--- config.mk ---
export PLATFORM = sky130hd
export DESIGN_NAME = dtyp_cordic_cell
export DESIGN_NICKNAME = d
export VERILOG_FILES = /design/src/hdl/dtyp_pkg.sv /design/src/hdl/dtyp_cordic_cell.sv
export SDC_FILE = /design/constraint.sdc
export NUM_CORES = 1
export LEC_CHECK = 0
export BUFFER_PORTS_ARGS = -buffer_cell sky130_fd_sc_hd__buf_4
export CAP_MARGIN = 40
export CORE_MARGIN = 2
export CORE_UTILIZATION = 55
export CTS_BUF_LIST = sky130_fd_sc_hd__clkbuf_16
export DETAILED_ROUTE_END_ITERATION = 6
export GPL_TIMING_DRIVEN = 1
export PLACE_DENSITY = 0.81
export REMOVE_ABC_BUFFERS = 1
export SKIP_LAST_GASP = 1
export SYNTH_ARGS = -nofsm -noshare
export SYNTH_HDL_FRONTEND = slang
export SYNTH_SLANG_ARGS = --single-unit
--- constraint.sdc ---
create_clock -name clk_i -period 8.6 [get_ports clk_i]
set_input_delay 0.43 -clock clk_i [delete_from_list [all_inputs] [get_ports clk_i]]
set_output_delay 0.43 -clock clk_i [all_outputs]
set_load 0.02 [all_outputs]
--- src/hdl/dtyp_pkg.sv ---
// Shared types and constants for the direction-to-yaw/pitch converter.
// Holds the CORDIC arctangent table, the gain-correction constant and the
// fixed internal widths. Used by every module of the block.
package dtyp_pkg;

  // Angle accumulator: signed degrees with 30 fraction bits.
  localparam int unsigned ACC_FRAC = 30;
  localparam int unsigned ACC_W    = 41;

  // Vector datapath: signed, wide enough for the normalized inputs
  // plus the CORDIC growth of both passes.
  localparam int unsigned VEC_W    = 35;

  // Normalization brings the largest magnitude up to this bit position.
  localparam int unsigned NORM_MSB = 30;
  localparam int unsigned SHIFT_W  = 5;

  // Gain correction: 1/K in Q.30, applied as two partial products.
  localparam int unsigned KINV_W    = 30;
  localparam int unsigned GAIN_LO_W = (VEC_W - 1) / 2;
  localparam int unsigned GAIN_HI_W = VEC_W - 1 - GAIN_LO_W;
  localparam int unsigned PP_LO_W   = GAIN_LO_W + KINV_W;
  localparam int unsigned PP_HI_W   = GAIN_HI_W + KINV_W;
  localparam int unsigned PROD_W    = VEC_W - 1 + KINV_W;
  localparam logic [KINV_W-1:0] KINV_Q30 = 30'd652032874;

  // 180 degrees in accumulator format.
  localparam logic signed [ACC_W-1:0] ACC_HALF_TURN = 41'sd193273528320;

  // atan(2^-i) in degrees, Q.30.
  localparam logic signed [ACC_W-1:0] ATAN_DEG [32] = '{
    41'sd48318382080, 41'sd28524006506, 41'sd15071301663, 41'sd7650428050,
    41'sd3840059795,  41'sd1921901881,  41'sd961185452,   41'sd480622056,
    41'sd240314695,   41'sd120157806,   41'sd60078960,    41'sd30039487,
    41'sd15019745,    41'sd7509872,     41'sd3754936,     41'sd1877468,
    41'sd938734,      41'sd469367,      41'sd234684,      41'sd117342,
    41'sd58671,       41'sd29335,       41'sd14668,       41'sd7334,
    41'sd3667,        41'sd1833,        41'sd917,         41'sd458,
    41'sd229,         41'sd115,         41'sd57,          41'sd29
  };

  // Per-item status carried alongside the datapath.
  typedef struct packed {
    logic xy_zero;  // x and y both zero: fixed angles apply
    logic z_pos;    // z strictly positive
  } dtyp_flags_t;

  localparam int unsigned FLAGS_W = $bits(dtyp_flags_t);

endpackage

--- src/hdl/dtyp_cordic_cell.sv ---
// One CORDIC vectoring micro-rotation with its own pipeline register.
// Depends on dtyp_pkg for widths and the arctangent table.
module dtyp_cordic_cell #(
  parameter int unsigned STAGE  = 0,
  parameter int unsigned SIDE_W = 1
) (
  input  logic                               clk_i,
  input  logic                               rst_ni,
  input  logic                               valid_i,
  output logic                               ready_o,
  input  logic signed [dtyp_pkg::VEC_W-1:0]  x_i,
  input  logic signed [dtyp_pkg::VEC_W-1:0]  y_i,
  input  logic signed [dtyp_pkg::ACC_W-1:0]  acc_i,
  input  logic        [SIDE_W-1:0]           side_i,
  output logic                               valid_o,
  input  logic                               ready_i,
  output logic signed [dtyp_pkg::VEC_W-1:0]  x_o,
  output logic signed [dtyp_pkg::VEC_W-1:0]  y_o,
  output logic signed [dtyp_pkg::ACC_W-1:0]  acc_o,
  output logic        [SIDE_W-1:0]           side_o
);
  import dtyp_pkg::*;

  localparam logic signed [ACC_W-1:0] ANGLE_STEP = ATAN_DEG[STAGE];

  logic                    valid_q;
  logic signed [VEC_W-1:0] x_q, y_q, x_d, y_d;
  logic signed [VEC_W-1:0] x_shift, y_shift;
  logic signed [ACC_W-1:0] acc_q, acc_d;
  logic        [SIDE_W-1:0] side_q;

  // Rotate toward the x axis: the sign of y picks the direction.
  always_comb begin
    x_shift = x_i >>> STAGE;
    y_shift = y_i >>> STAGE;
    if (!y_i[VEC_W-1]) begin
      x_d   = x_i + y_shift;
      y_d   = y_i - x_shift;
      acc_d = acc_i + ANGLE_STEP;
    end else begin
      x_d   = x_i - y_shift;
      y_d   = y_i + x_shift;
      acc_d = acc_i - ANGLE_STEP;
    end
  end

  // The cell takes a new item when empty or when its item moves on.
  assign ready_o = !valid_q || ready_i;

  always_ff @(posedge clk_i or negedge rst_ni) begin
    if (!rst_ni) begin
      valid_q <= 1'b0;
    end else if (ready_o) begin
      valid_q <= valid_i;
    end
  end

  always_ff @(posedge clk_i) begin
    if (ready_o && valid_i) begin
      x_q    <= x_d;
      y_q    <= y_d;
      acc_q  <= acc_d;
      side_q <= side_i;
    end
  end

  assign valid_o = valid_q;
  assign x_o     = x_q;
  assign y_o     = y_q;
  assign acc_o   = acc_q;
  assign side_o  = side_q;

endmodule

Yosys cells after proc, flatten, opt, wreduce, memory -nomap -nowiden
Index checks and enable logic that the tools add are counted.

Output and inout bits: 114. Bits in registers: 113. Word-level logic and storage cells: 16.

Add/sub/neg operators: 5. Muxes and demuxes: 3. Reductions and logical operators: 3.

Operators with widths (number): 35-bit two-way mux (2); 35-bit subtractor (2); 41-bit by 37-bit adder with 41-bit output, second input constant (1); 41-bit two-way mux (1); 41-bit by 37-bit subtractor with 41-bit output, second input constant (1); 35-bit adder (1); 1-bit logical AND (1); 1-bit zero test (1); 1-bit logical OR (1).

Longest topological paths before layout
Depth after elaboration: 3. Mapped depth: 12. Depth with buffers taken out: 12.

Least setup slack after synthesis
No wires, ideal clock.

Path type: flip-flop to flip-flop. Start point: register valid_q (netlist: valid_o). End point: register acc_q[0] (netlist: acc_o[0]), enable pin. Setup slack: 4.813 ns. Stages on the path, launching flop included: 3. Required time: 8.118 ns. Arrival: 3.304 ns. Buffers on the path: 0. Period minus slack after synthesis: 3.787 ns. Path through: dfrtp_1 > nand2b_1 > and2_1.

Cells in the longest elaborated chain, start to end: 3.

RTL lines: start: declaration (RTL line dtyp_cordic_cell.sv:26) `logic valid_q;`; start signal: assignment (RTL line dtyp_cordic_cell.sv:54) `valid_q <= valid_i;`; 1-bit zero test (RTL line dtyp_cordic_cell.sv:48) `assign ready_o = !valid_q || ready_i;`; 1-bit logical OR (RTL line dtyp_cordic_cell.sv:48); via ready_o (RTL line dtyp_cordic_cell.sv:10) `output logic ready_o,`; 1-bit logical AND (RTL line dtyp_cordic_cell.sv:59) `if (ready_o && valid_i) begin`; end signal: assignment (RTL line dtyp_cordic_cell.sv:62) `acc_q <= acc_d;`; end: declaration (RTL line dtyp_cordic_cell.sv:29) `logic signed [ACC_W-1:0] acc_q, acc_d;`.

The timed path passes the listed nets, and every way through them passes these cells. A chain may end at the register's enable or synchronous reset.

Worst setup path after layout
Start point: input port y_i[34] (netlist bit). End point: register acc_q[40] (netlist: acc_o[40]), data pin.

Cells in the longest elaborated chain, start to end: 1.

RTL lines: start: declaration (RTL line dtyp_cordic_cell.sv:12) `input logic signed [dtyp_pkg::VEC_W-1:0] y_i,`; 41-bit two-way mux (RTL line dtyp_cordic_cell.sv:36) `if (!y_i[VEC_W-1]) begin`; via acc_d[40] (RTL line dtyp_cordic_cell.sv:29).

The timed path passes the listed nets, and every way through them passes these cells.

==> reports/metrics.cfg <==
[cts]
cts_sinks=112
cts_resized=0
cts_buffers=9
clk_pin_slew_ns=0.07
cts-root-buf=clkbuf_16
ctsHtreeMaxLevel=3
ctsLongestPathBuffers=2
clock_latency_ns=0.37
cts_tree=built

[routing]
wire_per_inst_um=20.7
route.detailed.drc=0
drt-initial-drc-count=983
ant_nets=0
vias=9202
wirelength_um=31300
dr.pass1.iters=5
viasPerCell=6.10

[logic_synthesis]
yosysMostFrequentCell=a21oi_1
synth_top_family_by_area=compound AO/OA/AOI/OAI gates
yosys.area_share.simple_pct=11.0
synthTopCellsByCount=a21oi_1 (133), inv_1 (116), edfxtp_1 (111), ha_1 (111), nor2_1 (77)
synth-compound-area-share_pct=24.7
yosys.area.top_type_share_pct=34.2
syn-cell-area_um2=9750
ys_types=76
yosysTopAreaCell=edfxtp_1
synth.area.mux_share_pct=1.54
synth-async-reset-ratio_pct=0.893
synth_top_flop_cell=edfxtp_1
synthXorXnorAreaFrac_pct=6.47
synthAdderAreaFrac_pct=15.1
syn_inst=1077
synth_seq_cells=112
netlist_top_cells_area=edfxtp_1 (34%), ha_1 (14%), a21oi_1 (6.8%)
yosysWarnings=0
synth_edf_count=111
seq_area_frac_synth_pct=34.5
synth.avg_cell_area_um2=9.05

[timing]
drv_slew=0
relSlewSlack_pct=37.5
finalSetupViolations=0
finalSetupTns_ns=0
fmax_ghz=0.316
period_needed_ns=3.16
rsz0062_at_grt=false
fin_skew_ns=0.00950
period_share_pct=36.8
hold_viol=0
tightestPinTransition_ns=0.927

[setup_path]
required_ns=8.78
worstSetupStartpointType=primary input
path_cells=buf_4, clkinv_1, fa_1, nor2b_1, o21ai_0, a21boi_0, o21ai_0, a21boi_0, o21ai_0, a21boi_0, nor4_1, a311oi_1
end_kind=flop
path_buf_inv=2
critPathSlowestCell=fa_1
critPathTopFamily=compound AO/OA/AOI/OAI gates
arrival_ns=3.35
cpPeakStageDelay_ns=0.52
worstSetupPathType=in -> reg
crit_fanout=31

[global_routing]
track_usage_pct=32.5
grt_pass1_wl_um=46400
grt_max_degree=72
grt-ovfl-total=0
antenna_found_initial=0
grt_pass1_vias=8380

[die]
die_x_um=137
num_rows=48
dieArea_um2=18800
initial_core_util_pct=56.4
io_pins=230
core_area_um2=17300
die_h_um=137

[placed_design]
place_congestion=0.997
dpl_cell_area_um2=11600
dpl.hpwl_um=24200
port_buffers=229

[cells_and_area]
nets=1510
syn_to_final_growth_pct=22.3
fin_area_um2=11900
drive_above_1_share_pct=21.3
nFillCells=1379
antenna_cells=0

[outcome]
status=completed

[pwr]
power_leakage_uw=0.00537
cellPowerDensity_nw_per_um2=159
vdd.ir_drop.worst_mv=0.103

[job]
maxCapViolCount=0

[hold_path]
min_path_type=in -> reg

-- final cells by class --
cell class	count	area, µm²	share of cell area, %
clock buffers	9	225	1.89
well taps	225	282	2.36
multi-input cells	798	5730	48.0
repair buffers	234	1770	14.9
clock inverters	7	95.1	0.797
flip-flops and latches	112	3360	28.2
inverters	124	465	3.90
-- report_power, final --
group	leakage [µW]	total (µW)	internal (µW)	switching [µW]
combinational	0.00414	721	281	441
clock	0.000161	474	257	217
sequential	0.00107	698	680	18.1
-- timing repair --
action,in CTS,in global routing
endpoints found under the hold margin,1,0
buffers inserted,0,0
endpoints found under the setup margin,0,0
hold buffers,1,0
-- state kept, by name, summed over array words and instances (netlist names) --
register	count
side_o	1
acc_o	41
valid_o	1
y_o	35
x_o	34
-- worst register-to-register path, stage by stage, from the launching register on --
cell and delay (ns):
dfrtp_1 0.39, nand2b_1 0.12, and2_4 0.49, buf_4 0.52, buf_12 0.31
-- cell families (layout without fill, tap and decap cells) --
family	count (synthesis)	after routing
adders and majority gates	115	115
xor gates and xnor gates	72	72
buffers and inverters	167	374
AOI/OAI and AO/OA	370	370
muxes	15	15
and+or+nand+nor	226	226
DFF	112	112
-- final timing paths --
path,from,to,slack (ns),cells after the start
max,y_i[34],acc_o[40]$_DFFE_PP_,5.44,12
min,acc_i[25],acc_o[25]$_DFFE_PP_,0.24,1
max reg2reg,valid_o$_DFFE_PN0N_,x_o[28]$_DFFE_PP_,6.43,4
min reg2reg,valid_o$_DFFE_PN0N_,valid_o$_DFFE_PN0N_,0.59,2
max in group asynchronous,rst_ni,valid_o$_DFFE_PN0N_,8.12,2
min in group asynchronous,rst_ni,valid_o$_DFFE_PN0N_,0.40,2
-- cell usage in the layout (no fill, tap or decap), types with 5 or more instances in the layout --
master and n:
buf_4 232, a21oi_1 133, inv_1 118, ha_1 111, edfxtp_1 111, nor2_1 77, o21ai_0 65, xnor2_1 64
nand2_1 61, a21o_1 32, o21bai_1 20, mux2i_1 15, o211ai_1 14, nor3_1 13, a31oi_1 12, a211oi_1 12
nand3_1 11, nand4_1 11, nor2b_1 10, nor4_1 9, o31ai_1 9, nand2b_1 9, clkbuf_16 9, xor2_1 8
o21a_1 7, a21boi_0 6, and2_1 6, o21ai_1 5, a221o_1 5, o31a_1 5
-- routing by layer --
layer / share of wire (%) / GRT usage [%]
met3: 11 / 6.85
met4: 3.3 / 12.9
met1: 41 / 44.4
met5: 0 / 0
met2: 44 / 50.4
-- through the flow --
step           setup WS [ns]  hold WS (ns)  power, µW  std cells  utilization [%]
2_1_floorplan           4.81         0.134       1150       1034                -
3_5_place_dp            5.12         0.207       1410       1492             67.0
3_3_place_gp            5.16         0.206       1400       1491             66.9
5_1_grt                 5.06         0.236       1970       1509             68.9
6_report                5.44         0.243       1890       1509             68.9
4_1_cts                 5.43         0.235       1880       1509             68.9
(Power assumes the default switching activity.)
