==> src/hdl/dtyp_pkg.sv <==
// Shared types and constants for the direction-to-yaw/pitch converter.
// Holds the CORDIC arctangent table, the gain-correction constant and the
// fixed internal widths. Used by every module of the block.
package dtyp_pkg;

  // Angle accumulator: signed degrees with 30 fraction bits.
  localparam int unsigned ACC_FRAC = 30;
  localparam int unsigned ACC_W    = 41;

  // Vector datapath: signed, wide enough for the normalized inputs
  // plus the CORDIC growth of both passes.
  localparam int unsigned VEC_W    = 35;

  // Normalization brings the largest magnitude up to this bit position.
  localparam int unsigned NORM_MSB = 30;
  localparam int unsigned SHIFT_W  = 5;

  // Gain correction: 1/K in Q.30, applied as two partial products.
  localparam int unsigned KINV_W    = 30;
  localparam int unsigned GAIN_LO_W = (VEC_W - 1) / 2;
  localparam int unsigned GAIN_HI_W = VEC_W - 1 - GAIN_LO_W;
  localparam int unsigned PP_LO_W   = GAIN_LO_W + KINV_W;
  localparam int unsigned PP_HI_W   = GAIN_HI_W + KINV_W;
  localparam int unsigned PROD_W    = VEC_W - 1 + KINV_W;
  localparam logic [KINV_W-1:0] KINV_Q30 = 30'd652032874;

  // 180 degrees in accumulator format.
  localparam logic signed [ACC_W-1:0] ACC_HALF_TURN = 41'sd193273528320;

  // atan(2^-i) in degrees, Q.30.
  localparam logic signed [ACC_W-1:0] ATAN_DEG [32] = '{
    41'sd48318382080, 41'sd28524006506, 41'sd15071301663, 41'sd7650428050,
    41'sd3840059795,  41'sd1921901881,  41'sd961185452,   41'sd480622056,
    41'sd240314695,   41'sd120157806,   41'sd60078960,    41'sd30039487,
    41'sd15019745,    41'sd7509872,     41'sd3754936,     41'sd1877468,
    41'sd938734,      41'sd469367,      41'sd234684,      41'sd117342,
    41'sd58671,       41'sd29335,       41'sd14668,       41'sd7334,
    41'sd3667,        41'sd1833,        41'sd917,         41'sd458,
    41'sd229,         41'sd115,         41'sd57,          41'sd29
  };

  // Per-item status carried alongside the datapath.
  typedef struct packed {
    logic xy_zero;  // x and y both zero: fixed angles apply
    logic z_pos;    // z strictly positive
  } dtyp_flags_t;

  localparam int unsigned FLAGS_W = $bits(dtyp_flags_t);

endpackage

==> src/hdl/dtyp_gain.sv <==
// CORDIC gain correction: multiplies the pass-one length by 1/K in two
// registered steps (partial products, then sum and round). Uses dtyp_pkg.
module dtyp_gain #(
  parameter int unsigned SIDE_W = 1
) (
  input  logic                               clk_i,
  input  logic                               rst_ni,
  input  logic                               valid_i,
  output logic                               ready_o,
  input  logic signed [dtyp_pkg::VEC_W-1:0]  x_i,
  input  logic        [SIDE_W-1:0]           side_i,
  output logic                               valid_o,
  input  logic                               ready_i,
  output logic signed [dtyp_pkg::VEC_W-1:0]  r_o,
  output logic        [SIDE_W-1:0]           side_o
);
  import dtyp_pkg::*;

  localparam logic [PROD_W-1:0] ROUND_HALF = PROD_W'(1) << (ACC_FRAC - 1);

  logic                 valid_p_q, ready_p;
  logic [PP_LO_W-1:0]   pp_lo_q;
  logic [PP_HI_W-1:0]   pp_hi_q;
  logic [SIDE_W-1:0]    side_p_q;

  logic                 valid_r_q, ready_r;
  logic [PROD_W-1:0]    sum;
  logic signed [VEC_W-1:0] r_q;
  logic [SIDE_W-1:0]    side_r_q;

  // The length is never negative, so its low bits are taken as unsigned.
  always_comb begin
    sum = (PROD_W'(pp_hi_q) << GAIN_LO_W) + PROD_W'(pp_lo_q) + ROUND_HALF;
  end

  assign ready_r = !valid_r_q || ready_i;
  assign ready_p = !valid_p_q || ready_r;
  assign ready_o = ready_p;

  always_ff @(posedge clk_i or negedge rst_ni) begin
    if (!rst_ni) begin
      valid_p_q <= 1'b0;
      valid_r_q <= 1'b0;
    end else begin
      if (ready_p) begin
        valid_p_q <= valid_i;
      end
      if (ready_r) begin
        valid_r_q <= valid_p_q;
      end
    end
  end

  always_ff @(posedge clk_i) begin
    if (ready_p && valid_i) begin
      pp_lo_q  <= PP_LO_W'(x_i[GAIN_LO_W-1:0]) * PP_LO_W'(KINV_Q30);
      pp_hi_q  <= PP_HI_W'(x_i[VEC_W-2:GAIN_LO_W]) * PP_HI_W'(KINV_Q30);
      side_p_q <= side_i;
    end
    if (ready_r && valid_p_q) begin
      r_q      <= {1'b0, sum[PROD_W-1:ACC_FRAC]};
      side_r_q <= side_p_q;
    end
  end

  assign valid_o = valid_r_q;
  assign r_o     = r_q;
  assign side_o  = side_r_q;

endmodule

==> config.mk <==
export PLATFORM = sky130hd
export DESIGN_NAME = dtyp_gain
export DESIGN_NICKNAME = d
export VERILOG_FILES = /design/src/hdl/dtyp_pkg.sv /design/src/hdl/dtyp_gain.sv
export SDC_FILE = /design/constraint.sdc
export NUM_CORES = 1
export LEC_CHECK = 0
export BUFFER_PORTS_ARGS = -buffer_cell sky130_fd_sc_hd__clkbuf_2
export CAP_MARGIN = 20
export CORE_ASPECT_RATIO = 0.9
export CORE_MARGIN = 2
export CORE_UTILIZATION = 30
export DETAILED_ROUTE_END_ITERATION = 7
export GPL_TIMING_DRIVEN = 0
export PLACE_DENSITY = 0.54
export SLEW_MARGIN = 25
export SYNTH_ARGS = -nofsm -noshare
export SYNTH_HDL_FRONTEND = slang
export SYNTH_SLANG_ARGS = --single-unit
==> constraint.sdc <==
create_clock -name clk_i -period 3.85 [get_ports clk_i]
set_clock_uncertainty 0.05 [all_clocks]
set_input_delay 0.385 -clock clk_i [delete_from_list [all_inputs] [get_ports clk_i]]
set_output_delay 0.385 -clock clk_i [all_outputs]
set_load 0.05 [all_outputs]
* Word-level counts from Yosys, hierarchy flattened
Index checks and enable logic that the tools add are counted.
** Word-level totals
- Input port bits :: 40
- Output and inout bits :: 38
- Logic and storage cells :: 17
- Flip-flop bits (word level) :: 130
** Cells by class
- $add $sub $neg :: 2
- Reduce and logical (&&, ||, !) cells :: 6
- $mul :: 2
** Operators by type and width (number)
- $mul 17x29->46 const B :: 2
- $add 64x30->64 const B :: 1
- $add 64x47->64 :: 1
- $logic_and 1x1->1 :: 2
- $logic_not 1->1 :: 2
- $logic_or 1x1->1 :: 2

* Depth between registers and ports, before layout
- Depth in word-level cells :: 4
- Depth in mapped cells :: 23
- Gate-level depth less buffers :: 22

* Least setup slack after synthesis
OpenSTA, ideal clock, no wires.
- Kind :: in2reg
- Start :: input port x_i[22] (netlist name)
- End :: register pp_hi_q[43] (data pin)
- Required time :: 3.527 ns
- Setup time :: 0.273 ns
- Cell stages on the path :: 20
- Slack :: -2.134 ns
- Arrival :: 5.661 ns
- Buffers on the path :: 0
- Cell sequence :: fa_1 > inv_1 > fa_1 > inv_1 > fa_1 > fa_1 > fa_1 > inv_1 > fa_1 > inv_1 > ha_1 > a211oi_2 > o211ai_1 > a22oi_1 > o21ai_2 > a21oi_2 > o41ai_2 > a311o_2 > a31oi_2 > o311ai_2
** Between the ends
- Word-level cells in the longest chain between the ends :: 1
** RTL lines
- from (decl) :: line dtyp_gain.sv:10 : input logic signed [dtyp_pkg::VEC_W-1:0] x_i,
- $mul 17x29->46 :: line dtyp_gain.sv:57 : pp_hi_q <= PP_HI_W'(x_i[VEC_W-2:GAIN_LO_W]) * PP_HI_W'(KINV_Q30);
- to (signal assigned) :: line dtyp_gain.sv:57
- to (decl) :: line dtyp_gain.sv:23 : logic [PP_HI_W-1:0] pp_hi_q;
Every way passes these cells.
A chain may end at the register's enable or synchronous reset.

* Worst setup path in the final report
- Start :: input port x_i[23] (netlist name)
- End :: register pp_hi_q[43] (data pin)
The elaborated chain is that of the path after synthesis.

==> impl_metrics.yaml <==
setup_path:
  critPathArrivalTime_ns: 5.87
  rrSetupSlack_ns: 0.16
  crit_start: "x_i[23]"
  r2r_start: "pp_hi_q[3]$_DFFE_PP_"
  start_kind: "input port"
  endpoint_kind: "flip-flop"
  path_class: "input port to flip-flop"
  path_buf_inv: 5
  worst_path_max_delay_cell: "fa_2"
  path_cells: "clkbuf_16 -> fa_2 -> inv_2 -> fa_2 -> inv_2 -> fa_1 -> fa_2 -> fa_1 -> inv_1 -> fa_1 -> inv_2 -> ha_4 -> nand3_4 -> or3_4 -> o21ai_4 -> a21oi_4 -> o41ai_4 -> a311o_2 -> a311o_1 -> o311ai_2"
  cp.required_ns: 3.95
  max_stage_delay_ns: 0.58
  crit_family: "adder cells"
  worstPathMaxFanout: 6
yosys:
  synth_area_mm2: 0.02187
  synth_ff_type: "edfxtp_1"
  syn_area_per_cell_um2: 10.57
  netlist.area_leader.share: 0.3589
  yosysTopAreaCell: "fa_1"
  ys_ff_latch: 113
  synth_warnings: 0
  synth-edff-count: 111
  synth_nets: 2869
  synth.distinct_cells: 80
  async_reset_ff_frac: 0.01770
  ys_top_cells_by_area: "fa_1, ha_1, edfxtp_1, inv_1, xnor2_1"
  yosysSeqAreaShare: 0.1547
  syn-instance-count: 2069
hold_path:
  min_from: "side_i"
  hp-class: "input port to flip-flop"
die:
  die_width_um: 288.6
  coreArea_mm2: 0.07191
  die_area_mm2: 0.07507
  start_util: 0.3041
  placementRows: 93
  die_y_um: 260.1
  io_pins: 78
sta:
  finalHoldViolCount: 0
  rsz0062_at_grt: "true"
  period_minus_slack_ns: 5.768
  fmax_mhz: 173.4
  finalSetupViolations: 63
  maxSlewHeadroom: 0.5623
  worst_pin_slew_ns: 0.6552
  finalCritPeriodShare: 1.498
  setup_slack_ns: -1.918
  timing.hold.ws_ns: 0.1169
  final_max_slew_viol_count: 0
clock_network:
  cts_buffer_depth: 2
  cts_made_buffers: 17
  clk_latency_ns: 0.43
  root_buffer: "clkbuf_16"
  cts_max_level: 4
  cts_tree: "yes"
  path_clk_slew_ns: 0.06
  cts_sinks: 113
place:
  port-buffer-count: 75
  place_hpwl_um: 49360
  place_congestion: 0.9283
finish:
  fillers: 7082
  nNetsFinal: 3074
  diodes: 0
  syn_to_final_growth_pct: 24.00
  drive_gt1_frac: 0.2217
  post-route-util: 0.3771
route:
  drtAntennaViolNets: 0
  drtIter0Drc: 779
  first_pass_iters: 7
  finalWirelength_um: 58870
  routedWlPerCell_um: 18.19
  vias: 14686
  viasPerCell: 4.537
  drc: 0
global_route:
  grt_max_degree: 50
  grt_use_total: 0.1628
  grt_overflow: 0
  antenna_found_initial: 2
  grt_pass1_vias: 16183
  grt_pass1_wl_um: 93090
run_status:
  violations: "negative setup slack"
  status: "finished with violations"
job:
  drv_cap: 0
[routing by layer]
| layer | vias to the layer above | routed length [um] | GRT usage |
|---|---|---|---|
| met3 | 40 | 2787 | 0.02807 |
| met1 | 7413 | 29070 | 0.2384 |
| met4 | 2 | 731 | 0.02735 |
| li1 | 6962 | - | - |
| met5 | - | 8 | 0 |
| met2 | 269 | 26280 | 0.2545 |
[cell type report]
cell class	count	area [um^2]	share of cell area
clock buffer	17	425.4	0.01569
sequential	113	3383	0.1248
tap	950	1189	0.04384
buffer	4	21.27	0.0007844
clock inverter	15	165.2	0.006091
timing repair buffer	190	1773	0.06538
multi-input combinational	1318	17780	0.6558
inverter	630	2377	0.08767
[cells by family (layout without fill, tap and decap cells)]
logic type,after synthesis,in the layout,synth area share
adder cells (fa/ha/maj),760,760,0.5694
buffers and inverters,638,856,0.1098
AO/OA/AOI/OAI,246,246,0.07730
AND/OR/NAND/NOR,218,218,0.05138
flip-flops,113,113,0.1547
XOR/XNOR,93,93,0.03725
other,1,1,0.0001715
[metrics by stage]
| step | TNS, ns | area (um^2) | cells | setup WS, ns |
|---|---|---|---|---|
| after detailed placement | -150.24 | 24060 | 3096 | -2.999 |
| final | -94.52 | 27120 | 3237 | -1.918 |
| after global placement | -151.84 | 24010 | 3094 | -2.921 |
| after global routing | -104.14 | 27120 | 3237 | -2.096 |
| after floorplan | -88.26 | 22440 | 2069 | -1.859 |
| after CTS | -91.89 | 26530 | 3200 | -1.880 |
[cell usage in the layout (no fill, tap or decap), types with 13 or more instances in the layout]
master	count
inv_1	589
fa_1	367
ha_1	296
edfxtp_1	111
buf_4	95
xnor2_1	59
ha_4	57
nor2_1	48
a21oi_1	48
clkbuf_2	45
inv_2	36
nand2_1	36
clkbuf_16	32
a21o_1	30
xor2_1	29
a21oi_2	28
fa_2	25
o21ai_0	19
buf_6	18
ha_2	15
nand3_1	14
o21a_1	13
[registers in the layout, indices dropped and copies added (netlist names)]
signal,flops
pp_hi_q,46
pp_lo_q,29
r_o,34
side_o,1
side_p_q,1
valid_o,1
valid_p_q,1
[path summary, 6_finish.rpt]
| kind | depth (start not counted) | to |
|---|---|---|
| setup / recovery | 20 | pp_hi_q[43]$_DFFE_PP_ |
| hold / removal | 1 | side_p_q$_DFFE_PP_ |
| setup reg to reg | 11 | r_o[33]$_DFFE_PP_ |
| hold reg to reg | 0 | side_o$_DFFE_PP_ |
| max in group asynchronous | 2 | valid_o$_DFFE_PN0P_ |
| min in group asynchronous | 2 | valid_p_q$_DFFE_PN0N_ |
[synthesized netlist by cell type (all sizes together), types with 3 or more instances]
cell type  count
o21a          13
ha           368
a311oi         3
and2           6
nor2b         14
or2           10
nand2b        11
o21ai         39
a31oi         11
nor3          11
edfxtp       111
a211oi        12
nor4           6
nand3         24
o311ai         4
a2111oi        6
nor2          57
a21oi         83
fa           392
and3           9
clkbuf         6
o211ai         4
xor2          29
nand2         42
inv          630
nand4         13
or3            5
a21o          30
o21bai        10
o31ai          8
xnor2         64
[what timing repair did]
action,CTS,global route
resized for setup,257,76
endpoints found under the hold margin,2,0
setup endpoints to repair,65,65
pin swaps,130,69
setup buffers,78,38
hold buffers,1,0
Power is left out: the tool's default activity adds up to more than one toggle a clock period on the data nets, which glitch-free logic cannot reach.
