==> src/hdl/dtyp_pkg.sv <==
// Shared types and constants for the direction-to-yaw/pitch converter.
// Holds the CORDIC arctangent table, the gain-correction constant and the
// fixed internal widths. Used by every module of the block.
package dtyp_pkg;

  // Angle accumulator: signed degrees with 30 fraction bits.
  localparam int unsigned ACC_FRAC = 30;
  localparam int unsigned ACC_W    = 41;

  // Vector datapath: signed, wide enough for the normalized inputs
  // plus the CORDIC growth of both passes.
  localparam int unsigned VEC_W    = 35;

  // Normalization brings the largest magnitude up to this bit position.
  localparam int unsigned NORM_MSB = 30;
  localparam int unsigned SHIFT_W  = 5;

  // Gain correction: 1/K in Q.30, applied as two partial products.
  localparam int unsigned KINV_W    = 30;
  localparam int unsigned GAIN_LO_W = (VEC_W - 1) / 2;
  localparam int unsigned GAIN_HI_W = VEC_W - 1 - GAIN_LO_W;
  localparam int unsigned PP_LO_W   = GAIN_LO_W + KINV_W;
  localparam int unsigned PP_HI_W   = GAIN_HI_W + KINV_W;
  localparam int unsigned PROD_W    = VEC_W - 1 + KINV_W;
  localparam logic [KINV_W-1:0] KINV_Q30 = 30'd652032874;

  // 180 degrees in accumulator format.
  localparam logic signed [ACC_W-1:0] ACC_HALF_TURN = 41'sd193273528320;

  // atan(2^-i) in degrees, Q.30.
  localparam logic signed [ACC_W-1:0] ATAN_DEG [32] = '{
    41'sd48318382080, 41'sd28524006506, 41'sd15071301663, 41'sd7650428050,
    41'sd3840059795,  41'sd1921901881,  41'sd961185452,   41'sd480622056,
    41'sd240314695,   41'sd120157806,   41'sd60078960,    41'sd30039487,
    41'sd15019745,    41'sd7509872,     41'sd3754936,     41'sd1877468,
    41'sd938734,      41'sd469367,      41'sd234684,      41'sd117342,
    41'sd58671,       41'sd29335,       41'sd14668,       41'sd7334,
    41'sd3667,        41'sd1833,        41'sd917,         41'sd458,
    41'sd229,         41'sd115,         41'sd57,          41'sd29
  };

  // Per-item status carried alongside the datapath.
  typedef struct packed {
    logic xy_zero;  // x and y both zero: fixed angles apply
    logic z_pos;    // z strictly positive
  } dtyp_flags_t;

  localparam int unsigned FLAGS_W = $bits(dtyp_flags_t);

endpackage

==> src/hdl/dtyp_norm.sv <==
// Front end: input register, normalization shift search, scaling and
// half-plane fold ahead of the first CORDIC pass. Depends on dtyp_pkg.
module dtyp_norm #(
  parameter int unsigned COMPONENT_BITS = 24
) (
  input  logic                               clk_i,
  input  logic                               rst_ni,
  input  logic                               valid_i,
  output logic                               ready_o,
  input  logic signed [COMPONENT_BITS-1:0]   dir_x_i,
  input  logic signed [COMPONENT_BITS-1:0]   dir_y_i,
  input  logic signed [COMPONENT_BITS-1:0]   dir_z_i,
  output logic                               valid_o,
  input  logic                               ready_i,
  output logic signed [dtyp_pkg::VEC_W-1:0]  x_o,
  output logic signed [dtyp_pkg::VEC_W-1:0]  y_o,
  output logic signed [dtyp_pkg::VEC_W-1:0]  pz_o,
  output logic signed [dtyp_pkg::ACC_W-1:0]  acc_o,
  output dtyp_pkg::dtyp_flags_t              flags_o
);
  import dtyp_pkg::*;

  // Stage A: inputs, magnitudes ORed together, flags.
  logic                             valid_a_q, ready_a;
  logic signed [COMPONENT_BITS-1:0] x_a_q, y_a_q, z_a_q;
  logic        [COMPONENT_BITS-1:0] mag_x, mag_y, mag_z, mag_or_q;
  dtyp_flags_t                      flags_a_d, flags_a_q;

  // Stage B: shift amount.
  logic                             valid_b_q, ready_b;
  logic signed [COMPONENT_BITS-1:0] x_b_q, y_b_q, z_b_q;
  logic        [SHIFT_W-1:0]        msb, shift_d, shift_b_q;
  dtyp_flags_t                      flags_b_q;

  // Stage C: scaled and folded vector.
  logic                    valid_c_q, ready_c;
  logic signed [VEC_W-1:0] x_sh, y_sh, z_sh;
  logic signed [VEC_W-1:0] x_d, y_d, pz_d, x_c_q, y_c_q, pz_c_q;
  logic signed [ACC_W-1:0] acc_d, acc_c_q;
  dtyp_flags_t             flags_c_q;

  // The msb of the largest magnitude equals the msb of their OR.
  always_comb begin
    mag_x = dir_x_i[COMPONENT_BITS-1] ? COMPONENT_BITS'(-dir_x_i) : COMPONENT_BITS'(dir_x_i);
    mag_y = dir_y_i[COMPONENT_BITS-1] ? COMPONENT_BITS'(-dir_y_i) : COMPONENT_BITS'(dir_y_i);
    mag_z = dir_z_i[COMPONENT_BITS-1] ? COMPONENT_BITS'(-dir_z_i) : COMPONENT_BITS'(dir_z_i);
    flags_a_d.xy_zero = (dir_x_i == '0) && (dir_y_i == '0);
    flags_a_d.z_pos   = !dir_z_i[COMPONENT_BITS-1] && (dir_z_i != '0);
  end

  // Priority encoder and the shift that lifts that msb to NORM_MSB.
  always_comb begin
    msb = '0;
    for (int b = 0; b < COMPONENT_BITS; b++) begin
      if (mag_or_q[b]) begin
        msb = SHIFT_W'(b);
      end
    end
    shift_d = (msb >= SHIFT_W'(NORM_MSB)) ? '0 : SHIFT_W'(NORM_MSB) - msb;
  end

  // Scale all three components, then fold x < 0 into the right half plane.
  always_comb begin
    x_sh = VEC_W'(x_b_q) <<< shift_b_q;
    y_sh = VEC_W'(y_b_q) <<< shift_b_q;
    z_sh = VEC_W'(z_b_q) <<< shift_b_q;
    pz_d = -z_sh;
    if (x_sh[VEC_W-1]) begin
      x_d   = -x_sh;
      y_d   = -y_sh;
      acc_d = ACC_HALF_TURN;
    end else begin
      x_d   = x_sh;
      y_d   = y_sh;
      acc_d = '0;
    end
  end

  // Each stage advances when empty or when its item moves on.
  assign ready_c = !valid_c_q || ready_i;
  assign ready_b = !valid_b_q || ready_c;
  assign ready_a = !valid_a_q || ready_b;
  assign ready_o = ready_a;

  always_ff @(posedge clk_i or negedge rst_ni) begin
    if (!rst_ni) begin
      valid_a_q <= 1'b0;
      valid_b_q <= 1'b0;
      valid_c_q <= 1'b0;
    end else begin
      if (ready_a) begin
        valid_a_q <= valid_i;
      end
      if (ready_b) begin
        valid_b_q <= valid_a_q;
      end
      if (ready_c) begin
        valid_c_q <= valid_b_q;
      end
    end
  end

  always_ff @(posedge clk_i) begin
    if (ready_a && valid_i) begin
      x_a_q     <= dir_x_i;
      y_a_q     <= dir_y_i;
      z_a_q     <= dir_z_i;
      mag_or_q  <= mag_x | mag_y | mag_z;
      flags_a_q <= flags_a_d;
    end
    if (ready_b && valid_a_q) begin
      x_b_q     <= x_a_q;
      y_b_q     <= y_a_q;
      z_b_q     <= z_a_q;
      shift_b_q <= shift_d;
      flags_b_q <= flags_a_q;
    end
    if (ready_c && valid_b_q) begin
      x_c_q     <= x_d;
      y_c_q     <= y_d;
      pz_c_q    <= pz_d;
      acc_c_q   <= acc_d;
      flags_c_q <= flags_b_q;
    end
  end

  assign valid_o = valid_c_q;
  assign x_o     = x_c_q;
  assign y_o     = y_c_q;
  assign pz_o    = pz_c_q;
  assign acc_o   = acc_c_q;
  assign flags_o = flags_c_q;

endmodule

==> config.mk <==
export PLATFORM = sky130hd
export DESIGN_NAME = dtyp_norm
export DESIGN_NICKNAME = d
export VERILOG_FILES = /design/src/hdl/dtyp_pkg.sv /design/src/hdl/dtyp_norm.sv
export SDC_FILE = /design/constraint.sdc
export NUM_CORES = 1
export LEC_CHECK = 0
export ABC_CLOCK_PERIOD_IN_PS = 12600
export BUFFER_PORTS_ARGS = -buffer_cell sky130_fd_sc_hd__buf_2
export CORE_ASPECT_RATIO = 1.1
export CORE_UTILIZATION = 45
export DETAILED_ROUTE_END_ITERATION = 6
export GPL_TIMING_DRIVEN = 0
export PLACE_DENSITY = 0.67
export SYNTH_ARGS = -nofsm -noshare
export SYNTH_HDL_FRONTEND = slang
export SYNTH_SLANG_ARGS = --single-unit
==> constraint.sdc <==
create_clock -name clk_i -period 12.6 [get_ports clk_i]
set_clock_uncertainty 0.2 [all_clocks]
set_input_delay 1.89 -clock clk_i [delete_from_list [all_inputs] [get_ports clk_i]]
set_output_delay 1.89 -clock clk_i [all_outputs]
set_load 0.02 [all_outputs]
## Word level (Yosys, flattened, before mapping)

Index checks and enable logic that the tools add are counted.
W data, S select, Z words.

| cells by class | value |
|---|---|
| muxes and demuxes | 29 |
| bitwise logic cells | 2 |
| $lt $le $gt $ge | 1 |
| add/subtract/negate cells | 7 |
| reduce and logical (&&, ||, !) cells | 15 |
| shift operators | 3 |

Operators with widths:

| cell | count |
|---|---|
| $mux W5 | 22 |
| $neg A35 Y35 | 3 |
| $sshl A24 B5 Y35 | 3 |
| $mux W24 | 3 |
| $neg A24 Y24 | 3 |
| $logic_not A24 Y1 | 2 |
| $or A24 B24 Y24 | 2 |
| $mux W38 | 1 |
| $mux W35 | 1 |
| $mux W34 | 1 |
| $reduce_bool A24 Y1 | 1 |
| $ge A5 B5 Y1 const B | 1 |
| $logic_and A1 B1 Y1 | 5 |
| $sub A5 B5 Y5 const A | 1 |
| $logic_not A1 Y1 | 4 |
| $logic_or A1 B1 Y1 | 3 |
| $mux W1 | 1 |

| word-level totals | value |
|---|---|
| word-level logic and storage cells | 79 |
| input port bits | 76 |
| register bits after elaboration | 328 |
| output and inout port bits | 150 |

## Longest topological paths before layout

Gate-level depths: netlist (run 1).

| depth | value |
|---|---|
| depth in word-level cells | 24 |
| depth in mapped cells | 17 |
| depth with buffers taken out | 10 |

## Least setup slack after synthesis (run 1)

Ideal clock, no wire load.

| path | value |
|---|---|
| path type | in2reg |
| start | in ready_i |
| end | reg acc_c_q[35] (netlist: acc_o[35]) (enable) |
| stages | 2 |
| library setup time | 0.479 ns |
| arrival time | 4.493 ns |
| slack | 7.428 ns |
| required time | 11.921 ns |
| path through | nand2b_1 > and2_1 |

| on the way | value |
|---|---|
| longest elaborated chain between the ends | 2 |

RTL lines:

| item | RTL line | source |
|---|---|---|
| from (decl) | dtyp_norm.sv:14 | `input logic ready_i,` |
| $logic_or A1 B1 Y1 | dtyp_norm.sv:80 | `assign ready_c = !valid_c_q \|\| ready_i;` |
| $logic_and A1 B1 Y1 | dtyp_norm.sv:118 | `if (ready_c && valid_b_q) begin` |
| to (signal assigned) | dtyp_norm.sv:122 | `acc_c_q <= acc_d;` |
| to (decl) | dtyp_norm.sv:39 | `logic signed [ACC_W-1:0] acc_d, acc_c_q;` |

No other way between the ends.
A chain may end at the register's enable or synchronous reset.

## Final worst setup path (run 1)

| path | value |
|---|---|
| start | reg shift_b_q[4] |
| end | reg y_c_q[28] (netlist: y_o[28]), data pin |

| on the way | value |
|---|---|
| longest elaborated chain between the ends | 3 |

RTL lines:

| item | RTL line | source |
|---|---|---|
| from (decl) | dtyp_norm.sv:32 | `logic [SHIFT_W-1:0] msb, shift_d, shift_b_q;` |
| from (signal assigned) | dtyp_norm.sv:115 | `shift_b_q <= shift_d;` |
| $sshl A24 B5 Y35 | dtyp_norm.sv:65 | `y_sh = VEC_W'(y_b_q) <<< shift_b_q;` |
| $neg A35 Y35 | dtyp_norm.sv:70 | `y_d = -y_sh;` |
| $mux W35 * | dtyp_norm.sv:68 | `if (x_sh[VEC_W-1]) begin` |
| net y_d[28] | dtyp_norm.sv:38 | `logic signed [VEC_W-1:0] x_d, y_d, pz_d, x_c_q, y_c_q, pz_c_q;` |
| to (signal assigned) | dtyp_norm.sv:120 | `y_c_q <= y_d;` |
| to (decl) | dtyp_norm.sv:38 |  |

The timed path passes the listed nets; every way through them passes the cells marked *.

==> report_table.html, run 1 <==
<table>
<tr><th>Metric</th><th>Value</th></tr>
<tr><th colspan="2">Status</th></tr>
<tr><td>Status</td><td>finished, final reports clean</td></tr>
<tr><th colspan="2">Die</th></tr>
<tr><td>Core Region</td><td>42600 µm²</td></tr>
<tr><td>Die span in y</td><td>roughly 220 µm</td></tr>
<tr><td>Number of cell rows</td><td>79</td></tr>
<tr><td>Initial Util</td><td>46.0%</td></tr>
<tr><td>Die area</td><td>44400 µm²</td></tr>
<tr><td>Die W</td><td>201 µm</td></tr>
<tr><td>Number of placed I/O pins</td><td>around 230</td></tr>
<tr><th colspan="2">Cells and area</th></tr>
<tr><td>Synth-to-Final Area Change</td><td>14.0%</td></tr>
<tr><td>Antenna fix cells</td><td>0</td></tr>
<tr><td>Post-layout utilization of the core</td><td>about 52%</td></tr>
<tr><td>Fraction of final layout cells sized beyond drive strength 1</td><td>between 20% and 30%</td></tr>
<tr><td>Number of standard cells in the layout, taps in and fillers out</td><td>between 2k and 3k</td></tr>
<tr><td>Final Net Count</td><td>2121</td></tr>
<tr><th colspan="2">GRT</th></tr>
<tr><td>Total congestion overflow after global routing</td><td>0</td></tr>
<tr><td>GRT Util Overall</td><td>about 33%</td></tr>
<tr><td>Via count of the first global-routing pass</td><td>15.8k</td></tr>
<tr><td>Wire length of the first global-routing pass</td><td>109000 µm</td></tr>
<tr><td>Maximum number of pins on one net before global-route repair</td><td>between 70 and 80</td></tr>
<tr><td>Antenna violations before repair</td><td>1</td></tr>
<tr><th colspan="2">CTS</th></tr>
<tr><td>Maximum clock path buffer count</td><td>3</td></tr>
<tr><td>Master cell of the clock root buffer</td><td>sky130_fd_sc_hd__clkbuf_16</td></tr>
<tr><td>CTS H-Tree Depth</td><td>1</td></tr>
<tr><td>Number of clock sinks</td><td>approximately 290</td></tr>
<tr><td>Post-CTS clock slew at the launch and capture registers of the worst setup and hold paths</td><td>0.06 ns</td></tr>
<tr><td>CTS tree</td><td>built</td></tr>
<tr><td>Post-CTS Repair Setup Buffers</td><td>0</td></tr>
<tr><td>Number of buffers created by CTS</td><td>28</td></tr>
<tr><td>Clock network latency to the later pin of the worst-skew pair</td><td>0.57 ns</td></tr>
<tr><td>Hold-fix buffer count after cts</td><td>0</td></tr>
<tr><td>Number of instances resized during post-cts repair</td><td>0</td></tr>
<tr><th colspan="2">Timing</th></tr>
<tr><td>Max-Slew Margin vs Limit</td><td>24.7%</td></tr>
<tr><td>Period minus WS final</td><td>7.09 ns</td></tr>
<tr><td>Hold violation total from the final report</td><td>0</td></tr>
<tr><td>Final-layout worst hold slack</td><td>0.213 ns</td></tr>
<tr><td>Crit share post-route</td><td>56.3%</td></tr>
<tr><td>Number of max-slew violations in the final report</td><td>0</td></tr>
<tr><td>RSZ-0062 raised after global routing</td><td>no</td></tr>
<tr><td>Pin slew with the least headroom to its limit</td><td>roughly 1.1 ns</td></tr>
<tr><td>Final sum of negative setup slack</td><td>0 ns</td></tr>
<tr><td>Max frequency</td><td>about 0.14 GHz</td></tr>
<tr><td>Setup violations, final</td><td>0</td></tr>
<tr><th colspan="2">Yosys</th></tr>
<tr><td>Ys async rst share</td><td>between 1 and 1.5%</td></tr>
<tr><td>Cell variety after synth</td><td>between 80 and 90</td></tr>
<tr><td>Register area share after synthesis</td><td>43.9%</td></tr>
<tr><td>Number of storage elements in the synthesis netlist</td><td>287</td></tr>
<tr><td>Count leader, synth</td><td>sky130_fd_sc_hd__edfxtp_1</td></tr>
<tr><td>Leading register cell type out of synthesis</td><td>sky130_fd_sc_hd__edfxtp_1</td></tr>
<tr><td>Proportion of netlist area held by the largest area contributor</td><td>43.5%</td></tr>
<tr><td>Top cells by count, synth</td><td>sky130_fd_sc_hd__edfxtp_1, sky130_fd_sc_hd__nor2_1, sky130_fd_sc_hd__mux2i_1</td></tr>
<tr><td>Yosys synthesis warning count</td><td>0</td></tr>
<tr><td>Cell type with the highest aggregate area in the netlist</td><td>sky130_fd_sc_hd__edfxtp_1</td></tr>
<tr><td>Avg Inst Size Synth</td><td>11.0 µm²</td></tr>
<tr><td>Cell Area, Synth</td><td>19600 µm²</td></tr>
<tr><td>Cell count after synthesis</td><td>1780</td></tr>
<tr><td>Number of flops mapped to enable cells by yosys</td><td>284</td></tr>
<tr><td>Cell types occupying the most area after synthesis</td><td>sky130_fd_sc_hd__edfxtp_1, sky130_fd_sc_hd__mux4_2, sky130_fd_sc_hd__mux2i_1, sky130_fd_sc_hd__xor2_1, sky130_fd_sc_hd__xnor2_1</td></tr>
<tr><th colspan="2">Critical path</th></tr>
<tr><td>Critical Path Fanout Max</td><td>10</td></tr>
<tr><td>Worst setup SP type</td><td>flip-flop</td></tr>
<tr><td>Setup CP Type</td><td>flip-flop to flip-flop</td></tr>
<tr><td>Family with the most delay on the worst path</td><td>buffers and inverters</td></tr>
<tr><td>Slowest cell on the critical path</td><td>sky130_fd_sc_hd__a21boi_0</td></tr>
<tr><td>CP arrival</td><td>7.20 ns</td></tr>
<tr><td>Sort of element at the end of the critical path</td><td>flip-flop</td></tr>
<tr><td>Number of buffers and inverters on the critical path</td><td>7</td></tr>
<tr><td>Largest stage delay, worst path</td><td>around 0.67 ns</td></tr>
<tr><td>Ordered cell list for the critical path</td><td>clkbuf_1 &gt; buf_2 &gt; buf_2 &gt; buf_2 &gt; buf_2 &gt; buf_1 &gt; buf_1 &gt; nor3_1 &gt; nand2_1 &gt; ha_1 &gt; a21boi_0 &gt; nor4b_2 &gt; nand4_1 &gt; nor3_2 &gt; a41oi_1 &gt; xnor2_1</td></tr>
<tr><td>Critical Path RT</td><td>12.71 ns</td></tr>
<tr><td>Cell mode on critical path</td><td>sky130_fd_sc_hd__buf_2</td></tr>
<tr><th colspan="2">Power</th></tr>
<tr><td>Largest voltage drop on the vdd net</td><td>slightly below 0.1 mV</td></tr>
<tr><td>Final Power</td><td>0.00331 W</td></tr>
<tr><td>Static leakage</td><td>8.36 nW</td></tr>
<tr><td>Pwr per Cell Area</td><td>148 nW/µm²</td></tr>
<tr><th colspan="2">Placement</th></tr>
<tr><td>Post-detailed-placement half-perimeter wirelength</td><td>60000 µm</td></tr>
<tr><td>Port bufs</td><td>about 190</td></tr>
<tr><td>Placer congestion estimate</td><td>just over 1</td></tr>
<tr><td>Placed cell count</td><td>2574</td></tr>
<tr><th colspan="2">Detailed routing</th></tr>
<tr><td>First-iteration detailed-routing DRC count</td><td>1606</td></tr>
<tr><td>Detailed-route DRC error count</td><td>0</td></tr>
<tr><td>Average wire per standard cell</td><td>28.8 µm</td></tr>
<tr><td>Pre-Repair DR Iteration Count</td><td>6</td></tr>
<tr><td>Routed vias/inst</td><td>roughly 6.3</td></tr>
<tr><td>Routed WL</td><td>75700 µm</td></tr>
<tr><td>DRT antenna net count</td><td>0</td></tr>
<tr><td>Total via count after detailed routing</td><td>16.6k</td></tr>
<tr><th colspan="2">Hold path</th></tr>
<tr><td>Hold Crit Class</td><td>flip-flop to flip-flop</td></tr>
<tr><th colspan="2">Run</th></tr>
<tr><td>Max-cap check violation count</td><td>0</td></tr>
</table>
[worst register-to-register path: stages, from the launching register on]
cell,delay (ns)
sky130_fd_sc_hd__edfxtp_1,0.32
sky130_fd_sc_hd__clkbuf_1,0.51
sky130_fd_sc_hd__buf_2,0.42
sky130_fd_sc_hd__buf_2,0.42
sky130_fd_sc_hd__buf_2,0.40
sky130_fd_sc_hd__buf_2,0.40
sky130_fd_sc_hd__buf_1,0.60
sky130_fd_sc_hd__buf_1,0.65
sky130_fd_sc_hd__nor3_1,0.31
sky130_fd_sc_hd__nand2_1,0.19
sky130_fd_sc_hd__ha_1,0.25
sky130_fd_sc_hd__a21boi_0,0.67
sky130_fd_sc_hd__nor4b_2,0.47
sky130_fd_sc_hd__nand4_1,0.31
sky130_fd_sc_hd__nor3_2,0.35
sky130_fd_sc_hd__a41oi_1,0.18
sky130_fd_sc_hd__xnor2_1,0.17
[power breakdown]
part           internal [W]  leakage [nW]  switching (W)
Combinational      0.000426          5.19       0.000819
Sequential          0.00122          2.75      0.0000562
Clock              0.000442         0.415       0.000344
[metal layers]
layer | vias up | share of wire [%] | GRT usage (%)
met1 | 7999 | 40 | 42.8
met4 | 2 | 6.7 | 20.2
met2 | 1049 | 46 | 53.9
met3 | 223 | 7.7 | 4.70
met5 | - | 0.024 | 0
li1 | 7308 | - | -
[cell usage in the layout (no fill, tap or decap), types with 41 or more instances in the layout]
| cell | n |
|---|---|
| sky130_fd_sc_hd__edfxtp_1 | 284 |
| sky130_fd_sc_hd__clkbuf_1 | 65 |
| sky130_fd_sc_hd__nand2_1 | 116 |
| sky130_fd_sc_hd__nor2_1 | 124 |
| sky130_fd_sc_hd__mux2i_1 | 119 |
| sky130_fd_sc_hd__buf_2 | 218 |
| sky130_fd_sc_hd__mux4_2 | 72 |
| sky130_fd_sc_hd__o21ai_0 | 91 |
| sky130_fd_sc_hd__o31ai_1 | 41 |
| sky130_fd_sc_hd__xnor2_1 | 63 |
| sky130_fd_sc_hd__nand3_1 | 59 |
| sky130_fd_sc_hd__a21oi_1 | 86 |
| sky130_fd_sc_hd__xor2_1 | 75 |
| sky130_fd_sc_hd__buf_4 | 52 |
[sequential cells by signal, indices dropped and copies added (netlist names), 5 cells and up]
| signal | flops |
|---|---|
| x_b_q | 24 |
| shift_b_q | 5 |
| y_a_q | 24 |
| z_a_q | 24 |
| y_b_q | 24 |
| x_a_q | 24 |
| mag_or_q | 23 |
| z_b_q | 24 |
| y_o | 35 |
| pz_o | 35 |
| x_o | 35 |
[final cells by class]
type,instances,area [µm²]
Buffer,166,970
Clock buffer,36,752
Clock inverter,14,109
Fill cell,3842,20300
Inverter,34,128
Multi-Input combinational cell,1329,10000
Sequential cell,287,8600
Tap cell,567,709
Timing Repair Buffer,191,1020
[path summary, 6_finish.rpt]
check                                                 from                     end  slack (ns)  cells past startpoint
worst max register to register  shift_b_q[4]$_SDFFCE_PP0P_       y_o[28]$_DFFE_PP_        5.51                     16
worst min register to register      flags_a_q[1]$_DFFE_PP_  flags_b_q[1]$_DFFE_PP_        0.21                      0
worst max-delay path            shift_b_q[4]$_SDFFCE_PP0P_       y_o[28]$_DFFE_PP_        5.51                     16
worst min-delay path                flags_a_q[1]$_DFFE_PP_  flags_b_q[1]$_DFFE_PP_        0.21                      0
min in group asynchronous                           rst_ni     valid_o$_DFFE_PN0P_        0.91                      1
max in group asynchronous                           rst_ni   valid_b_q$_DFFE_PN0P_       11.19                      1
[logic make-up (layout without fill, tap and decap cells)]
group | count (synthesis) | in the layout | synth area share (%)
AND/OR/NAND/NOR | 494 | 494 | 12.8
AO/OA/AOI/OAI | 426 | 426 | 14.6
flip-flops | 287 | 287 | 43.9
multiplexers | 226 | 226 | 16.4
buffers and inverters | 200 | 441 | 5.60
XOR/XNOR | 138 | 138 | 6.17
adder cells (fa/ha/maj) | 8 | 8 | 0.511
other | 1 | 37 | 0.0191
[metrics by stage]
stage	worst slack, ns	area [µm²]
detailed placement	5.82	21500
CTS	5.79	22300
global route	5.46	22300
floorplan	7.43	19700
global placement	5.70	21400
finish	5.51	22300
Note: power is estimated with default switching activity, not from simulation.
==> run 2, diff against run 1 <==
--- a/config.mk
+++ b/config.mk
@@ -5,13 +5,13 @@
 export SDC_FILE = /design/constraint.sdc
 export NUM_CORES = 1
 export LEC_CHECK = 0
-export ABC_CLOCK_PERIOD_IN_PS = 12600
+export ABC_CLOCK_PERIOD_IN_PS = 5970
 export BUFFER_PORTS_ARGS = -buffer_cell sky130_fd_sc_hd__buf_2
 export CORE_ASPECT_RATIO = 1.1
 export CORE_UTILIZATION = 45
 export DETAILED_ROUTE_END_ITERATION = 6
 export GPL_TIMING_DRIVEN = 0
-export PLACE_DENSITY = 0.67
+export PLACE_DENSITY = 0.7
 export SYNTH_ARGS = -nofsm -noshare
 export SYNTH_HDL_FRONTEND = slang
 export SYNTH_SLANG_ARGS = --single-unit
==> constraint.sdc (replaced) <==
create_clock -name clk_i -period 5.97 [get_ports clk_i]
set_clock_uncertainty 0.2 [all_clocks]
set_input_delay 0.8955 -clock clk_i [delete_from_list [all_inputs] [get_ports clk_i]]
set_output_delay 0.8955 -clock clk_i [all_outputs]
set_load 0.02 [all_outputs]
==> run 2 against run 1 <==
  * Die area stayed put
  * Clock power up 120%
  * Total power is 110% higher
  * Non-clock buffer count down 1
  * Via count up 0.26%
  * Worst setup slack got worse by 5.2 ns
  * Design area is essentially flat
  * Global-route usage is 0.18 points higher
  * Critical path depth shrank 2
  * Sequential share of layout area barely moved
  * Core utilization is essentially flat
  * Critical endpoint unchanged
==> report_table.html, run 2 (synthesis results as in run 1) <==
<table>
<tr><th>Metric</th><th>Value</th></tr>
<tr><th colspan="2">Status</th></tr>
<tr><td>Status</td><td>finished, final reports clean</td></tr>
<tr><th colspan="2">Timing</th></tr>
<tr><td>Number of max-slew violations in the final report</td><td>0</td></tr>
<tr><td>Period minus WS final</td><td>5.69 ns</td></tr>
<tr><td>Hold violation total from the final report</td><td>0</td></tr>
<tr><td>Setup violations, final</td><td>0</td></tr>
<tr><td>RSZ-0062 raised after global routing</td><td>no</td></tr>
<tr><td>Final-layout worst hold slack</td><td>0.210 ns</td></tr>
<tr><td>Pin slew with the least headroom to its limit</td><td>roughly 1.1 ns</td></tr>
<tr><td>Crit share post-route</td><td>95.4%</td></tr>
<tr><td>Max-Slew Margin vs Limit</td><td>between 20% and 30%</td></tr>
<tr><td>Final sum of negative setup slack</td><td>0 ns</td></tr>
<tr><td>Max frequency</td><td>between 0.15 and 0.2 GHz</td></tr>
<tr><th colspan="2">Critical path</th></tr>
<tr><td>Critical Path Fanout Max</td><td>19</td></tr>
<tr><td>RR Startpoint</td><td>shift_b_q[4]$_SDFFCE_PP0P_</td></tr>
<tr><td>Number of buffers and inverters on the critical path</td><td>5</td></tr>
<tr><td>Ordered cell list for the critical path</td><td>buf_2 &gt; buf_2 &gt; buf_2 &gt; clkbuf_4 &gt; buf_2 &gt; nor3_1 &gt; nand2_1 &gt; ha_1 &gt; a21boi_1 &gt; nor4b_2 &gt; nand4_1 &gt; nor3_2 &gt; a41oi_1 &gt; xnor2_1</td></tr>
<tr><td>Cell mode on critical path</td><td>sky130_fd_sc_hd__buf_2</td></tr>
<tr><td>CP arrival</td><td>approximately 5.8 ns</td></tr>
<tr><td>Sort of element at the end of the critical path</td><td>flip-flop</td></tr>
<tr><td>Critical Path Source</td><td>shift_b_q[4]$_SDFFCE_PP0P_</td></tr>
<tr><td>Worst setup SP type</td><td>flip-flop</td></tr>
<tr><td>Critical Path RT</td><td>6.06 ns</td></tr>
<tr><td>Largest stage delay, worst path</td><td>between 0.6 and 0.7 ns</td></tr>
<tr><td>Setup CP Type</td><td>flip-flop to flip-flop</td></tr>
<tr><td>Family with the most delay on the worst path</td><td>buffers and inverters</td></tr>
<tr><td>Slowest cell on the critical path</td><td>sky130_fd_sc_hd__edfxtp_1</td></tr>
<tr><th colspan="2">Detailed routing</th></tr>
<tr><td>Average wire per standard cell</td><td>28.9 µm</td></tr>
<tr><td>Pre-Repair DR Iteration Count</td><td>6</td></tr>
<tr><td>DRT antenna net count</td><td>0</td></tr>
<tr><td>Total via count after detailed routing</td><td>16.6k</td></tr>
<tr><td>Detailed-route DRC error count</td><td>0</td></tr>
<tr><td>Routed vias/inst</td><td>6.34</td></tr>
<tr><td>First-iteration detailed-routing DRC count</td><td>1604</td></tr>
<tr><td>Routed WL</td><td>75700 µm</td></tr>
<tr><th colspan="2">Die</th></tr>
<tr><td>Initial Util</td><td>46.0%</td></tr>
<tr><td>Die W</td><td>201 µm</td></tr>
<tr><td>Number of cell rows</td><td>79</td></tr>
<tr><td>Core Region</td><td>42600 µm²</td></tr>
<tr><td>Die area</td><td>44400 µm²</td></tr>
<tr><td>Number of placed I/O pins</td><td>226</td></tr>
<tr><td>Die span in y</td><td>between 200 and 250 µm</td></tr>
<tr><th colspan="2">Cells and area</th></tr>
<tr><td>Highest-count cells in the layout ignoring fill and taps</td><td>sky130_fd_sc_hd__edfxtp_1, sky130_fd_sc_hd__buf_2, sky130_fd_sc_hd__nor2_1, sky130_fd_sc_hd__mux2i_1, sky130_fd_sc_hd__nand2_1</td></tr>
<tr><td>Fraction of final layout cells sized beyond drive strength 1</td><td>22.7%</td></tr>
<tr><td>Antenna fix cells</td><td>0</td></tr>
<tr><td>Final Net Count</td><td>2119</td></tr>
<tr><td>Most common cell after layout, fill and taps aside</td><td>sky130_fd_sc_hd__edfxtp_1</td></tr>
<tr><td>Final design instance area without fill</td><td>22300 µm²</td></tr>
<tr><td>Synth-to-Final Area Change</td><td>14.0%</td></tr>
<tr><th colspan="2">Power</th></tr>
<tr><td>Static leakage</td><td>8.36 nW</td></tr>
<tr><td>Sequential group share of total power</td><td>38.4%</td></tr>
<tr><td>Net load switching power</td><td>between 0.002 and 0.003 W</td></tr>
<tr><td>Share of total power in combinational logic</td><td>37.4%</td></tr>
<tr><td>Pwr per Cell Area</td><td>314 nW/µm²</td></tr>
<tr><td>Final Power</td><td>0.00702 W</td></tr>
<tr><td>Largest voltage drop on the vdd net</td><td>between 0.2 and 0.25 mV</td></tr>
<tr><td>Internal power</td><td>0.00444 W</td></tr>
<tr><td>Net switching fraction of the power</td><td>36.7%</td></tr>
<tr><td>Clock Power Share</td><td>24.2%</td></tr>
<tr><th colspan="2">Placement</th></tr>
<tr><td>Port bufs</td><td>188</td></tr>
<tr><td>Placer congestion estimate</td><td>1.00</td></tr>
<tr><td>Post-detailed-placement half-perimeter wirelength</td><td>60100 µm</td></tr>
<tr><td>Instance area at placement</td><td>21500 µm²</td></tr>
<tr><th colspan="2">GRT</th></tr>
<tr><td>Maximum number of pins on one net before global-route repair</td><td>80</td></tr>
<tr><td>Via count of the first global-routing pass</td><td>15.9k</td></tr>
<tr><td>Total congestion overflow after global routing</td><td>0</td></tr>
<tr><td>GRT Util Overall</td><td>33.6%</td></tr>
<tr><td>Antenna violations before repair</td><td>0</td></tr>
<tr><td>Wire length of the first global-routing pass</td><td>110000 µm</td></tr>
<tr><th colspan="2">Hold path</th></tr>
<tr><td>Hold Crit Class</td><td>flip-flop to flip-flop</td></tr>
<tr><td>Beginning of the worst hold path</td><td>x_a_q[2]$_DFFE_PP_</td></tr>
<tr><th colspan="2">CTS</th></tr>
<tr><td>Post-CTS clock slew at the launch and capture registers of the worst setup and hold paths</td><td>around 0.060 ns</td></tr>
<tr><td>Master cell of the clock root buffer</td><td>sky130_fd_sc_hd__clkbuf_16</td></tr>
<tr><td>Number of buffers created by CTS</td><td>27</td></tr>
<tr><td>Clock network latency to the later pin of the worst-skew pair</td><td>0.56 ns</td></tr>
<tr><td>CTS H-Tree Depth</td><td>1</td></tr>
<tr><td>Number of clock sinks</td><td>287</td></tr>
<tr><td>CTS tree</td><td>built</td></tr>
<tr><td>Post-CTS Repair Setup Buffers</td><td>0</td></tr>
<tr><td>Maximum clock path buffer count</td><td>3</td></tr>
<tr><th colspan="2">Run</th></tr>
<tr><td>Max-cap check violation count</td><td>0</td></tr>
</table>
==> run 2: changes by cell type in the layout (fill, tap and decap cells not counted), sizes merged <==
cell         before  now
inv              35   34
bufinv            1    3
clkbuf           94   93
clkinvlp          3    2
buf             299  297
dlygate4sd3       0    1
==> run 2: path summary, 6_finish.rpt <==
kind	cells past startpoint	to	slack, ns
worst min-delay path	0	x_b_q[2]$_DFFE_PP_	0.21
max in group asynchronous	2	valid_b_q$_DFFE_PN0P_	5.01
worst min register to register	0	x_b_q[2]$_DFFE_PP_	0.21
worst max register to register	14	y_o[28]$_DFFE_PP_	0.28
worst max-delay path	14	y_o[28]$_DFFE_PP_	0.28
min in group asynchronous	2	valid_a_q$_DFFE_PN0N_	0.45
==> run 2: stage by stage <==
step / setup slack [ns] / instances / utilization (%)
after floorplan: 1.66 / 1816 / -
after global placement: -0.769 / 2571 / 50.2
after detailed placement: -0.794 / 2574 / 50.4
after CTS: 0.151 / 2623 / 52.4
after global routing: 0.120 / 2622 / 52.4
final: 0.276 / 2622 / 52.4
==> run 2: final cells by class <==
class                      instances  area, µm²
buffer                           164        966
inverter                          34        128
fill                            3850      20300
clock buffer                      35        716
sequential                       287       8600
clock inverter                    14        155
timing repair buffer             192       1030
tap                              567        709
multi-input combinational       1329      10000
==> run 2: power groups by stage <==
stage / Combinational, W / Sequential [W] / Clock, W
4_1_cts: 0.00256 / 0.00269 / 0.00173
6_report: 0.00262 / 0.00270 / 0.00170
5_1_grt: 0.00275 / 0.00272 / 0.00180
3_5_place_dp: 0.00255 / 0.00274 / 0
3_3_place_gp: 0.00253 / 0.00274 / 0
2_1_floorplan: 0.00149 / 0.00291 / 0
==> run 2: metal layers <==
metal / GRT usage [%] / wire length [µm] / vias up
li1: - / - / 7299
met1: 44.3 / 30400 / 8052
met2: 52.9 / 34200 / 1044
met3: 4.36 / 5940 / 229
met4: 20.7 / 5200 / 0
met5: 0 / 0 / -
==> run 2: what timing repair did <==
action / CTS / global route
hold buffers: 1 / 0
setup endpoints to repair: 37 / 10
endpoints found under the hold margin: 3 / 0
resized for setup: 2 / 1
